<file path="config.mk">
export PLATFORM = sky130hd
export DESIGN_NAME = kernel_log_line_rewriter
export DESIGN_NICKNAME = d
export VERILOG_FILES = /design/src/design/klr_pkg.sv /design/src/design/klr_front.sv /design/src/design/klr_queue.sv /design/src/design/klr_back.sv /design/src/design/kernel_log_line_rewriter.sv
export SDC_FILE = /design/constraint.sdc
export NUM_CORES = 1
export LEC_CHECK = 0
export ABC_AREA = 1
export BUFFER_PORTS_ARGS = -buffer_cell sky130_fd_sc_hd__buf_2
export CELL_PAD_IN_SITES_DETAIL_PLACEMENT = 1
export CELL_PAD_IN_SITES_GLOBAL_PLACEMENT = 2
export CORE_ASPECT_RATIO = 0.75
export CORE_UTILIZATION = 41
export DETAILED_ROUTE_END_ITERATION = 16
export MAX_ROUTING_LAYER = met4
export PLACE_DENSITY = 0.82
export SYNTH_ARGS = -nofsm -noshare
export SYNTH_HDL_FRONTEND = slang
export SYNTH_SLANG_ARGS = --single-unit
</file>
<file path="constraint.sdc">
create_clock -name clk -period 4.7 [get_ports clk]
set_clock_uncertainty 0.05 [all_clocks]
set_input_delay 0.235 -clock clk [delete_from_list [all_inputs] [get_ports clk]]
set_output_delay 0.235 -clock clk [all_outputs]
set_load 0.05 [all_outputs]
</file>
<file path="src/design/klr_pkg.sv">
// Shared types, constants and the boot notice table for the kernel log line rewriter.
package klr_pkg;

    // Character codes
    localparam logic [7:0] CH_LT    = 8'h3C;
    localparam logic [7:0] CH_GT    = 8'h3E;
    localparam logic [7:0] CH_LBRK  = 8'h5B;
    localparam logic [7:0] CH_RBRK  = 8'h5D;
    localparam logic [7:0] CH_SPACE = 8'h20;
    localparam logic [7:0] CH_ZERO  = 8'h30;
    localparam logic [7:0] CH_NINE  = 8'h39;
    localparam logic [7:0] CH_DOT   = 8'h2E;
    localparam logic [7:0] CH_NL    = 8'h0A;
    localparam logic [7:0] CH_NUL   = 8'h00;
    localparam logic [7:0] CH_DASH  = 8'h2D;

    // Notice length and the header sequence positions that follow it
    localparam int NOTICE_LEN = 23;
    localparam int SEQ_W      = 5;
    localparam logic [SEQ_W-1:0] SEQ_NOTICE_END = SEQ_W'(NOTICE_LEN - 1);
    localparam logic [SEQ_W-1:0] SEQ_LT         = SEQ_W'(NOTICE_LEN);
    localparam logic [SEQ_W-1:0] SEQ_PRIO       = SEQ_W'(NOTICE_LEN + 1);
    localparam logic [SEQ_W-1:0] SEQ_GT         = SEQ_W'(NOTICE_LEN + 2);

    // Command queue geometry
    localparam int QDEPTH = 4;
    localparam int QPTR_W = $clog2(QDEPTH);
    localparam int QCNT_W = $clog2(QDEPTH + 1);

    typedef enum logic [2:0] {
        PH_EXP_LT,
        PH_EXP_DIGIT,
        PH_EXP_GT,
        PH_EXP_LBRK,
        PH_STAMP,
        PH_EXP_SPACE,
        PH_TEXT,
        PH_DISCARD
    } phase_t;

    typedef enum logic {
        CMD_BYTE,
        CMD_HEAD
    } cmd_kind_t;

    // One work command from the parser to the emitter
    typedef struct packed {
        cmd_kind_t  kind;
        logic [7:0] data;    // text byte, or priority digit for a header
        logic       last;    // text byte ends the message
        logic       notice;  // header is preceded by the boot notice
    } cmd_t;

    typedef struct packed {
        logic              empty;
        logic              full;
        logic [QCNT_W-1:0] count;
    } q_stat_t;

    function automatic logic [7:0] notice_char(input logic [SEQ_W-1:0] idx);
        logic [7:0] ch;
        case (idx)
            5'd0:    ch = 8'h3C; // <
            5'd1:    ch = 8'h31; // 1
            5'd2:    ch = 8'h3E; // >
            5'd3:    ch = 8'h20;
            5'd4:    ch = 8'h2D;
            5'd5:    ch = 8'h2D;
            5'd6:    ch = 8'h2D;
            5'd7:    ch = 8'h20;
            5'd8:    ch = 8'h53; // S
            5'd9:    ch = 8'h59; // Y
            5'd10:   ch = 8'h53; // S
            5'd11:   ch = 8'h54; // T
            5'd12:   ch = 8'h45; // E
            5'd13:   ch = 8'h4D; // M
            5'd14:   ch = 8'h20;
            5'd15:   ch = 8'h42; // B
            5'd16:   ch = 8'h4F; // O
            5'd17:   ch = 8'h4F; // O
            5'd18:   ch = 8'h54; // T
            5'd19:   ch = 8'h20;
            5'd20:   ch = 8'h2D;
            5'd21:   ch = 8'h2D;
            5'd22:   ch = 8'h2D;
            default: ch = 8'h00;
        endcase
        return ch;
    endfunction

endpackage

</file>
<file path="src/design/klr_front.sv">
// Line parser: checks the line form per byte and issues emit commands.
module klr_front
    import klr_pkg::*;
(
    input  logic       clk,
    input  logic       rst_n,
    input  logic       in_valid,
    input  logic       in_ready,
    input  logic [7:0] in_byte,
    output logic       push,
    output cmd_t       push_cmd
);

    phase_t     phase_reg, phase_next;
    logic [7:0] prio_reg, prio_next;
    logic       checked_reg, checked_next;
    logic       zeros_reg, zeros_next;
    logic       cand_reg, cand_next;
    logic [7:0] held_reg, held_next;
    logic       heldv_reg, heldv_next;
    logic       accept;

    assign accept = in_valid && in_ready;

    always_ff @(posedge clk or negedge rst_n)
    begin
        if (!rst_n)
        begin
            phase_reg   <= PH_EXP_LT;
            prio_reg    <= 8'h00;
            checked_reg <= 1'b0;
            zeros_reg   <= 1'b0;
            cand_reg    <= 1'b0;
            held_reg    <= 8'h00;
            heldv_reg   <= 1'b0;
        end
        else
        begin
            phase_reg   <= phase_next;
            prio_reg    <= prio_next;
            checked_reg <= checked_next;
            zeros_reg   <= zeros_next;
            cand_reg    <= cand_next;
            held_reg    <= held_next;
            heldv_reg   <= heldv_next;
        end
    end

    // Per-byte parse step
    always_comb
    begin
        phase_next   = phase_reg;
        prio_next    = prio_reg;
        checked_next = checked_reg;
        zeros_next   = zeros_reg;
        cand_next    = cand_reg;
        held_next    = held_reg;
        heldv_next   = heldv_reg;
        push         = 1'b0;
        push_cmd     = '{kind: CMD_BYTE, data: held_reg, last: 1'b0, notice: 1'b0};

        if (accept)
        begin
            if (in_byte == CH_NL)
            begin
                // end of line: flush the held byte as the message end
                if (phase_reg == PH_TEXT && heldv_reg)
                begin
                    push          = 1'b1;
                    push_cmd.last = 1'b1;
                end
                heldv_next = 1'b0;
                held_next  = 8'h00;
                phase_next = PH_EXP_LT;
            end
            else
            begin
                case (phase_reg)
                    PH_EXP_LT:
                    begin
                        phase_next = (in_byte == CH_LT) ? PH_EXP_DIGIT : PH_DISCARD;
                    end
                    PH_EXP_DIGIT:
                    begin
                        if (in_byte >= CH_ZERO && in_byte <= CH_NINE)
                        begin
                            prio_next  = in_byte;
                            phase_next = PH_EXP_GT;
                        end
                        else
                        begin
                            phase_next = PH_DISCARD;
                        end
                    end
                    PH_EXP_GT:
                    begin
                        phase_next = (in_byte == CH_GT) ? PH_EXP_LBRK : PH_DISCARD;
                    end
                    PH_EXP_LBRK:
                    begin
                        if (in_byte == CH_LBRK)
                        begin
                            zeros_next = 1'b1;
                            cand_next  = 1'b0;
                            phase_next = PH_STAMP;
                        end
                        else
                        begin
                            phase_next = PH_DISCARD;
                        end
                    end
                    PH_STAMP:
                    begin
                        if (in_byte == CH_NUL)
                        begin
                            phase_next = PH_DISCARD;
                        end
                        else
                        begin
                            // first non-zero stamp char decides boot candidacy
                            if (zeros_reg && in_byte != CH_ZERO)
                            begin
                                zeros_next = 1'b0;
                                cand_next  = (in_byte == CH_DOT) || (in_byte == CH_RBRK);
                            end
                            if (in_byte == CH_RBRK)
                            begin
                                phase_next = PH_EXP_SPACE;
                            end
                        end
                    end
                    PH_EXP_SPACE:
                    begin
                        if (in_byte != CH_SPACE)
                        begin
                            phase_next = PH_DISCARD;
                        end
                        else
                        begin
                            push            = 1'b1;
                            push_cmd.kind   = CMD_HEAD;
                            push_cmd.data   = prio_reg;
                            push_cmd.notice = !checked_reg && cand_reg;
                            checked_next    = 1'b1;
                            held_next       = CH_SPACE;
                            heldv_next      = 1'b1;
                            phase_next      = PH_TEXT;
                        end
                    end
                    PH_TEXT:
                    begin
                        push       = heldv_reg;
                        held_next  = in_byte;
                        heldv_next = 1'b1;
                    end
                    default:
                    begin
                        phase_next = PH_DISCARD;
                    end
                endcase
            end
        end
    end

endmodule

</file>
<file path="src/design/klr_queue.sv">
// Short command queue between the parser and the emitter.
module klr_queue
    import klr_pkg::*;
(
    input  logic    clk,
    input  logic    rst_n,
    input  logic    push,
    input  cmd_t    push_cmd,
    input  logic    pop,
    output cmd_t    head,
    output q_stat_t stat
);

    cmd_t              mem [QDEPTH];
    logic [QPTR_W-1:0] wr_reg, rd_reg;
    logic [QCNT_W-1:0] cnt_reg;
    logic              do_push, do_pop;

    assign stat.count = cnt_reg;
    assign stat.empty = (cnt_reg == '0);
    assign stat.full  = (cnt_reg == QCNT_W'(QDEPTH));
    assign do_push    = push && !stat.full;
    assign do_pop     = pop && !stat.empty;
    assign head       = mem[rd_reg];

    // Storage
    always_ff @(posedge clk)
    begin
        if (do_push)
        begin
            mem[wr_reg] <= push_cmd;
        end
    end

    // Pointers and fill count
    always_ff @(posedge clk or negedge rst_n)
    begin
        if (!rst_n)
        begin
            wr_reg  <= '0;
            rd_reg  <= '0;
            cnt_reg <= '0;
        end
        else
        begin
            if (do_push)
            begin
                wr_reg <= wr_reg + 1'b1;
            end
            if (do_pop)
            begin
                rd_reg <= rd_reg + 1'b1;
            end
            cnt_reg <= cnt_reg + QCNT_W'(do_push) - QCNT_W'(do_pop);
        end
    end

endmodule

</file>
<file path="src/design/klr_back.sv">
// Emitter: expands queued commands into output bytes behind an output register.
module klr_back
    import klr_pkg::*;
(
    input  logic       clk,
    input  logic       rst_n,
    input  cmd_t       head,
    input  logic       head_valid,
    output logic       pop,
    output logic       out_valid,
    input  logic       out_ready,
    output logic [7:0] out_byte,
    output logic       out_last,
    output logic       out_boot
);

    logic             ovalid_reg, ovalid_next;
    logic [7:0]       obyte_reg, obyte_next;
    logic             olast_reg, olast_next;
    logic             oboot_reg, oboot_next;
    logic             active_reg, active_next;
    logic [SEQ_W-1:0] idx_reg, idx_next;
    logic [SEQ_W-1:0] cur_idx;
    logic             adv, take;

    assign out_valid = ovalid_reg;
    assign out_byte  = obyte_reg;
    assign out_last  = olast_reg;
    assign out_boot  = oboot_reg;

    assign adv  = !ovalid_reg || out_ready;
    assign take = adv && head_valid;

    // Position within a header sequence; a fresh header skips the notice if unused
    assign cur_idx = active_reg ? idx_reg : (head.notice ? '0 : SEQ_LT);

    always_ff @(posedge clk or negedge rst_n)
    begin
        if (!rst_n)
        begin
            ovalid_reg <= 1'b0;
            active_reg <= 1'b0;
            idx_reg    <= '0;
        end
        else
        begin
            ovalid_reg <= ovalid_next;
            active_reg <= active_next;
            idx_reg    <= idx_next;
        end
    end

    always_ff @(posedge clk)
    begin
        obyte_reg <= obyte_next;
        olast_reg <= olast_next;
        oboot_reg <= oboot_next;
    end

    // Byte selection and command retirement
    always_comb
    begin
        ovalid_next = ovalid_reg;
        obyte_next  = obyte_reg;
        olast_next  = olast_reg;
        oboot_next  = oboot_reg;
        active_next = active_reg;
        idx_next    = idx_reg;
        pop         = 1'b0;

        if (adv)
        begin
            ovalid_next = head_valid;
        end

        if (take)
        begin
            if (head.kind == CMD_BYTE)
            begin
                obyte_next = head.data;
                olast_next = head.last;
                oboot_next = 1'b0;
                pop        = 1'b1;
            end
            else
            begin
                olast_next = (cur_idx == SEQ_NOTICE_END);
                oboot_next = (cur_idx < SEQ_LT);
                case (cur_idx)
                    SEQ_LT:   obyte_next = CH_LT;
                    SEQ_PRIO: obyte_next = head.data;
                    SEQ_GT:   obyte_next = CH_GT;
                    default:  obyte_next = notice_char(cur_idx);
                endcase
                if (cur_idx == SEQ_GT)
                begin
                    pop         = 1'b1;
                    active_next = 1'b0;
                end
                else
                begin
                    active_next = 1'b1;
                    idx_next    = cur_idx + 1'b1;
                end
            end
        end
    end

endmodule

</file>
<file path="src/design/kernel_log_line_rewriter.sv">
// Top level: kernel log line rewriter (parser, command queue, emitter).
// Path: parsed commands pass through the command queue, then the emitter's output register.
// Throughput: one input word per cycle unless the queue is full; one output word per cycle
//   while m_tready is high. Sending a boot notice header may fill the 4-entry queue and stall input.
// Reset: rst_n asynchronous, active low; clears parse state, queue pointers and output valid.
module kernel_log_line_rewriter
    import klr_pkg::*;
(
    input  logic       clk,
    input  logic       rst_n,
    input  logic       s_tvalid,
    output logic       s_tready,
    input  logic [7:0] s_tdata,   // [7:0] in_byte
    output logic       m_tvalid,
    input  logic       m_tready,
    output logic [7:0] m_tdata,   // [7:0] out_byte
    output logic       m_tlast,
    output logic       m_tuser    // [0] is_boot_notice
);

    logic    push, pop;
    cmd_t    push_cmd, head;
    q_stat_t q_stat;

    assign s_tready = !q_stat.full;

    klr_front u_front (
        .clk      (clk),
        .rst_n    (rst_n),
        .in_valid (s_tvalid),
        .in_ready (s_tready),
        .in_byte  (s_tdata),
        .push     (push),
        .push_cmd (push_cmd)
    );

    klr_queue u_queue (
        .clk      (clk),
        .rst_n    (rst_n),
        .push     (push),
        .push_cmd (push_cmd),
        .pop      (pop),
        .head     (head),
        .stat     (q_stat)
    );

    klr_back u_back (
        .clk        (clk),
        .rst_n      (rst_n),
        .head       (head),
        .head_valid (!q_stat.empty),
        .pop        (pop),
        .out_valid  (m_tvalid),
        .out_ready  (m_tready),
        .out_byte   (m_tdata),
        .out_last   (m_tlast),
        .out_boot   (m_tuser)
    );

    // Queue fill never exceeds its depth
    a_q_bound: assert property (@(posedge clk) disable iff (!rst_n)
        q_stat.count <= QCNT_W'(QDEPTH))
        else $error("command queue overfilled");

    // Last word of the boot notice is the trailing dash
    a_notice_end: assert property (@(posedge clk) disable iff (!rst_n)
        m_tvalid && m_tuser && m_tlast |-> m_tdata == CH_DASH)
        else $error("boot notice ends on wrong byte");

    // The notice is sent as a gapless burst
    a_notice_burst: assert property (@(posedge clk) disable iff (!rst_n)
        m_tvalid && m_tready && m_tuser && !m_tlast |=> m_tvalid)
        else $error("gap inside boot notice");

    // Nothing is pushed while the queue is full
    a_no_push_full: assert property (@(posedge clk) disable iff (!rst_n)
        q_stat.full |-> !push)
        else $error("push into full queue");

endmodule
</file>
After elaboration in Yosys (flattened, before gate mapping)
Memories as Yosys holds them, arrays and structs flattened.
Index checks and enable logic that the tools add are counted.
{ "totals": {"mem_count": 2, "elab_cells": 127, "ram_bits": 44, "regBits": 47, "in_bits": 12, "out_inout_bits": 12, "mem_bits_ro": 224} }
{ "classes": {"eq_ne": 25, "bitwise_logic": 3, "add_sub_neg": 5, "reduce_logical": 26, "magnitude_cmp": 3, "muxes": 47} }
{ "memory_table": {"columns": ["name", "depth", "word_bits", "read_ports", "rd_ports_with_merged_regs", "write_ports", "line", "source"], "rows": [
  ["(no name shown)", 32, 7, 1, 0, 0, "klr_pkg.sv:62", "case (idx)"],
  ["u_queue.mem", 4, 11, 1, 0, 1, "klr_queue.sv:14", "cmd_t mem [QDEPTH];"]
]} }
{ "op_table": {"columns": ["operator", "n"], "rows": [
  ["$mux 9", 3],
  ["$eq 8x6->1 const B", 3],
  ["$mux 1", 24],
  ["$mux 8", 3],
  ["$pmux 8 s3", 1],
  ["$pmux 3 s7", 1],
  ["$eq 5x5->1 const B", 4],
  ["$mux 3", 6],
  ["$eq 8x7->1 const B", 2],
  ["$ne 8x6->1 const B", 2],
  ["$pmux 8 s2", 1],
  ["$eq 3x3->1 const B", 4],
  ["$mux 11", 1],
  ["$mux 5", 2],
  ["$reduce_and 3->1", 3],
  ["$eq 8x4->1 const B", 1],
  ["$ge 8x6->1 const B", 1],
  ["$le 8x6->1 const B", 1],
  ["$logic_and 1x1->1", 8],
  ["$logic_not 8->1", 1],
  ["$pmux 1 s2", 4],
  ["$reduce_and 4->1", 2],
  ["$eq 3x2->1 const B", 2],
  ["$logic_not 3->1", 2],
  ["18 further kinds", 27]
]} }

Depth between registers and ports, before layout
An unclocked memory read counts as a cell.
{ "depth": {"word_depth": 9, "ltp_mapped": 17} }

Modules after synthesis
A second synthesis with hierarchy kept.
{ "hier_totals": {"cells_unflattened": 608, "area_unflattened_um2": 5082.4} }
{ "modules_own_cells": {"columns": ["mod", "seq_area_each_um2", "area_per_inst_um2", "n_inst", "cells_each"], "rows": [
  ["klr_queue", 1496.4, 2207.1, 1, 198],
  ["klr_front", 575.6, 1527.7, 1, 240],
  ["klr_back", 475.5, 1340.0, 1, 168],
  ["kernel_log_line_rewriter", 0.0, 7.5, 1, 2]
]} }

Worst setup path before layout
Ideal clock, no wire load.
{ "synth_path": {"path_type": "register to register", "from": "reg u_back.active_reg", "to": "reg u_queue.cnt_reg[2]", "stages_incl_launch_ff": 16, "n_path_buf": 1, "setup_slack_ps": 2009, "t_arrival_ps": 2512, "setup_time_ps": 129, "synth_period_minus_slack_ps": 2691, "required_time_ps": 4521, "path_cell_list": "dfrtp_1 > buf_2 > inv_1 > nand2_2 > nand2_1 > inv_1 > ha_1 > nand4_1 > nand2_1 > nand2_1 > inv_1 > ha_1 > inv_1 > ha_1 > fa_1 > xor2_1"} }
{ "synth_via": {"elab_chain_len": 7} }
{ "synth_rtl": {"columns": ["item", "line", "source"], "rows": [
  ["from (decl)", "klr_back.sv:21", "logic active_reg, active_next;"],
  ["from (signal assigned)", "klr_back.sv:48", "active_reg <= active_next;"],
  ["$mux 5", "klr_back.sv:35", "assign cur_idx = active_reg ? idx_reg : (head.notice ? '0 : SEQ_LT);"],
  ["$eq 5x5->1", "klr_back.sv:95", "if (cur_idx == SEQ_GT)"],
  ["$mux 1", "klr_back.sv:95", null],
  ["$mux 1", "klr_back.sv:78", "if (head.kind == CMD_BYTE)"],
  ["$mux 1", "klr_back.sv:76", "if (take)"],
  ["$logic_and 1x1->1", "klr_queue.sv:23", "assign do_pop = pop && !stat.empty;"],
  ["net u_queue.do_pop", "klr_queue.sv:17", "logic do_push, do_pop;"],
  ["$sub 3x1->3", "klr_queue.sv:54", "cnt_reg <= cnt_reg + QCNT_W'(do_push) - QCNT_W'(do_pop);"],
  ["to (signal assigned)", "klr_queue.sv:54", null],
  ["to (decl)", "klr_queue.sv:16", "logic [QCNT_W-1:0] cnt_reg;"]
]} }
The timed path passes the listed nets, and every way through them passes these cells.
A chain may end at the register's enable or synchronous reset.

Worst setup path after layout
{ "layout_path": {"from": "reg u_queue.rd_reg[1]", "to": "reg u_queue.cnt_reg[2]"} }
{ "layout_via": {"elab_chain_len": 9} }
{ "layout_rtl": {"columns": ["item", "line", "source"], "rows": [
  ["from (decl)", "klr_queue.sv:15", "logic [QPTR_W-1:0] wr_reg, rd_reg;"],
  ["from (signal assigned)", "klr_queue.sv:52", "rd_reg <= rd_reg + 1'b1;"],
  ["$mem_v2 4x11 *", null, null],
  ["$mux 5 (2 in a row)", "klr_back.sv:35", null],
  ["$eq 5x5->1", "klr_back.sv:95", null],
  ["$mux 1", "klr_back.sv:95", null],
  ["$mux 1 *", "klr_back.sv:78", null],
  ["$mux 1 *", "klr_back.sv:76", null],
  ["$logic_and 1x1->1 *", "klr_queue.sv:23", null],
  ["net u_queue.do_pop", "klr_queue.sv:17", null],
  ["$sub 3x1->3 *", "klr_queue.sv:54", null]
]} }
Mark *: on every way through the listed nets, which the timed path passes. The rest lies on a longest branch.

==> metrics.md <==
| Metric | Value |
|---|---|
| Vias in the first global route | 3667 |
| Post-cts gate resize count | 0 |
| Die area | 11600 µm² |
| TritonCTS Buffers | 9 |
| Biggest register | u_queue.mem |
| Clock transition at path regs | 70 ps |
| Max reg flops | between 40 and 50 |
| Slew margin rel. | 0.216 |
| Global route total overflow | 0 |
| HP Class | input port to flip-flop |
| Crit. End Element | flip-flop |
| Cell taking the most area after synthesis | edfxtp_1 |
| Gr usage total | 0.231 |
| CORE AREA | 10900 µm² |
| Largest net degree at the start of global routing | 38 |
| Type of origin of the critical path | flip-flop |
| Post-synth EDFFs | 54 |
| Worst vdd ir | 0.000212 V |
| Synth warn | 0 |
| Area contributors post-synth | edfxtp_1 35%, dfrtp_1 20%, nand2_1 10%, inv_1 5.1%, o21ai_0 5.0% |
| Async S/R FF share, synth | 0.407 |
| CTS Root Cell | clkbuf_16 |
| Crit Path Max Fanout | 13 |
| CTS Sinks | 91 |
| CTS tree | built |
| Synth top area share | 0.353 |
| CP required | 4870 ps |
| Final min period | between 3000 and 4000 ps |
| Initial antenna violation count | 0 |
| Initial DRC Count | ~230 |
| Count of cell types in the netlist | 40 |
| MaxCap Viol Count | 0 |
| WS Path Type | flip-flop to flip-flop |
| Top_reg_cell synth | edfxtp_1 |
| Site Rows | 33 |
| Actual slew at the worst max-slew pin | 1170 ps |
| FILL cells | 1281 |
| Antenna diode count | 0 |
| Pwr Total | roughly 3600 µW |
| Antenna Nets Post-Route | 0 |
| # IOs | 24 |
| Mean area per synthesized cell | 9.03 µm² |
| DRC Markers | 0 |
| Layout Nets | 560 |
| Via count | 3526 |
| Sequential fraction of the synthesis area | 0.555 |
| Vias per inst | 5.19 |
| Layout Utilization | 0.470 |
| Chip width | 124 µm |
| Post-DP HPWL | 8940 µm |
| Status | finished clean |
| H-tree depth | 3 |
| Reg area | 2550 µm² |
| Post-Route WL | 11800 µm |
| RSZ-0062 raised after global routing | false |
| Max Slew Vio Count | 0 |
| Final setup violation count | 0 |
| Post-Syn Area | 4590 µm² |
| Multi-input gate area | 1720 µm² |
| Share of cells above drive strength 1 | 0.126 |
| FF+latch count, synth | 91 |
| Global-route wire length before repair | ~19000 µm |
| Pwr dens | 711 nW/µm² |
| Wire per inst | 17.3 µm |
| Worst EP arrival | 3650 ps |
| Fmax | 287 MHz |
| Top cells by instance count after synthesis | 122 x nand2_1, 62 x inv_1, 54 x edfxtp_1, 54 x nor2_1, 46 x o21ai_0 |
| Area grow syn2layout | 11.6% |
| Syn_nets | 533 |
| Setup tns final | 0 ps |
| Die Y | ~94 µm |
| Crit share post-route | 0.740 |
| Setup bufs post-CTS | 0 |
| Drt pass-1 iters | 4 |
| Leak | 0.00228 µW |
| Clock network latency to the later pin of the worst-skew pair | 340 ps |
| Final Hold Violating Endpoints | 0 |
| Clk buf depth | 2 |
| GPL Wtd Cong | between 0.8 and 0.9 |
| I/O Buffers | 23 |
| Gate Count Post-Synth | 508 |
| Starting Density | 0.421 |
| Most common cell in the netlist | nand2_1 |
worst max-delay path, cell delays in order, from the launching register on:
cell	delay, ps
dfrtp_1	530
inv_1	370
nand3_1	130
nand2_1	110
nand2_2	140
nand2_1	190
inv_1	120
ha_1	220
nand4_1	170
nand2_1	110
nand2_1	120
inv_1	80
ha_1	270
inv_1	40
ha_1	180
fa_1	380
xor2_1	170
cells in the final DEF, fill, tap and decap left out, drive strengths merged, types with 2 or more instances in the layout:
cell type,Yosys,final
clkinv,0,3
nor3,7,7
nand4,3,3
clkbuf,1,11
dfrtp,37,37
buf,9,25
o21ai,53,53
nand2,127,127
a31oi,2,2
a21oi,11,11
inv,71,72
edfxtp,54,54
xor2,3,3
o22ai,6,6
nor4,2,2
ha,12,12
o21a,2,2
nand3,35,35
o31ai,2,2
a22oi,3,3
a32o,2,2
nor2,60,60
logic make-up after synthesis:
family / Yosys count / share of synthesized area
simple gates: 236 / 0.227
xor+xnor: 4 / 0.00764
flops: 91 / 0.555
buf+inv: 81 / 0.0706
fa+ha+maj: 13 / 0.0371
compound gates: 83 / 0.102
power breakdown:
part           switching (µW)  internal (µW)
registers                 125           1120
logic                    1250            481
clock network             304            363
through the flow:
stage	cells	instance area (µm²)	hold slack [ps]	setup slack, ps
floorplan	508	4590	-111	2010
global placement	663	4840	349	1420
detailed placement	663	4840	357	1270
CTS	680	5120	47.9	1230
global route	680	5120	50.6	971
finish	680	5120	47.3	1220
metal layers:
metal  wire length, µm  vias up  track usage
li1                  -     1733            -
met1              6260     1733        0.335
met2              5040       47        0.333
met3               323       13       0.0390
met4               154        0       0.0595
met5                 0        -            -
repair_timing:
action,in CTS,in global routing
hold endpoints to repair,11,0
endpoints found under the setup margin,0,0
hold buffers,1,0
path summary, 6_finish.rpt:
| path | start | end | slack (ps) | depth (start not counted) |
|---|---|---|---|---|
| min reg2reg | u_front.prio_reg[5] | u_front.prio_reg[5] | 400 | 2 |
| min | m_tready | u_back.out_valid | 50 | 2 |
| max reg2reg | u_queue.rd_reg[1] | u_queue.cnt_reg[2] | 1220 | 16 |
| max in group asynchronous | rst_n | u_back.idx_reg[2] | 3530 | 2 |
| min in group asynchronous | rst_n | u_queue.rd_reg[1] | 500 | 2 |
| max | u_queue.rd_reg[1] | u_queue.cnt_reg[2] | 1220 | 16 |
layout make-up:
| class | count | share of cell area |
|---|---|---|
| Inverter | 71 | 0.0521 |
| Tap cell | 140 | 0.0342 |
| Timing Repair Buffer | 26 | 0.0274 |
| Sequential cell | 91 | 0.498 |
| Clock buffer | 11 | 0.0455 |
| Multi-Input combinational cell | 336 | 0.335 |
| Clock inverter | 5 | 0.00782 |
Note: power is estimated with default switching activity, not from simulation.
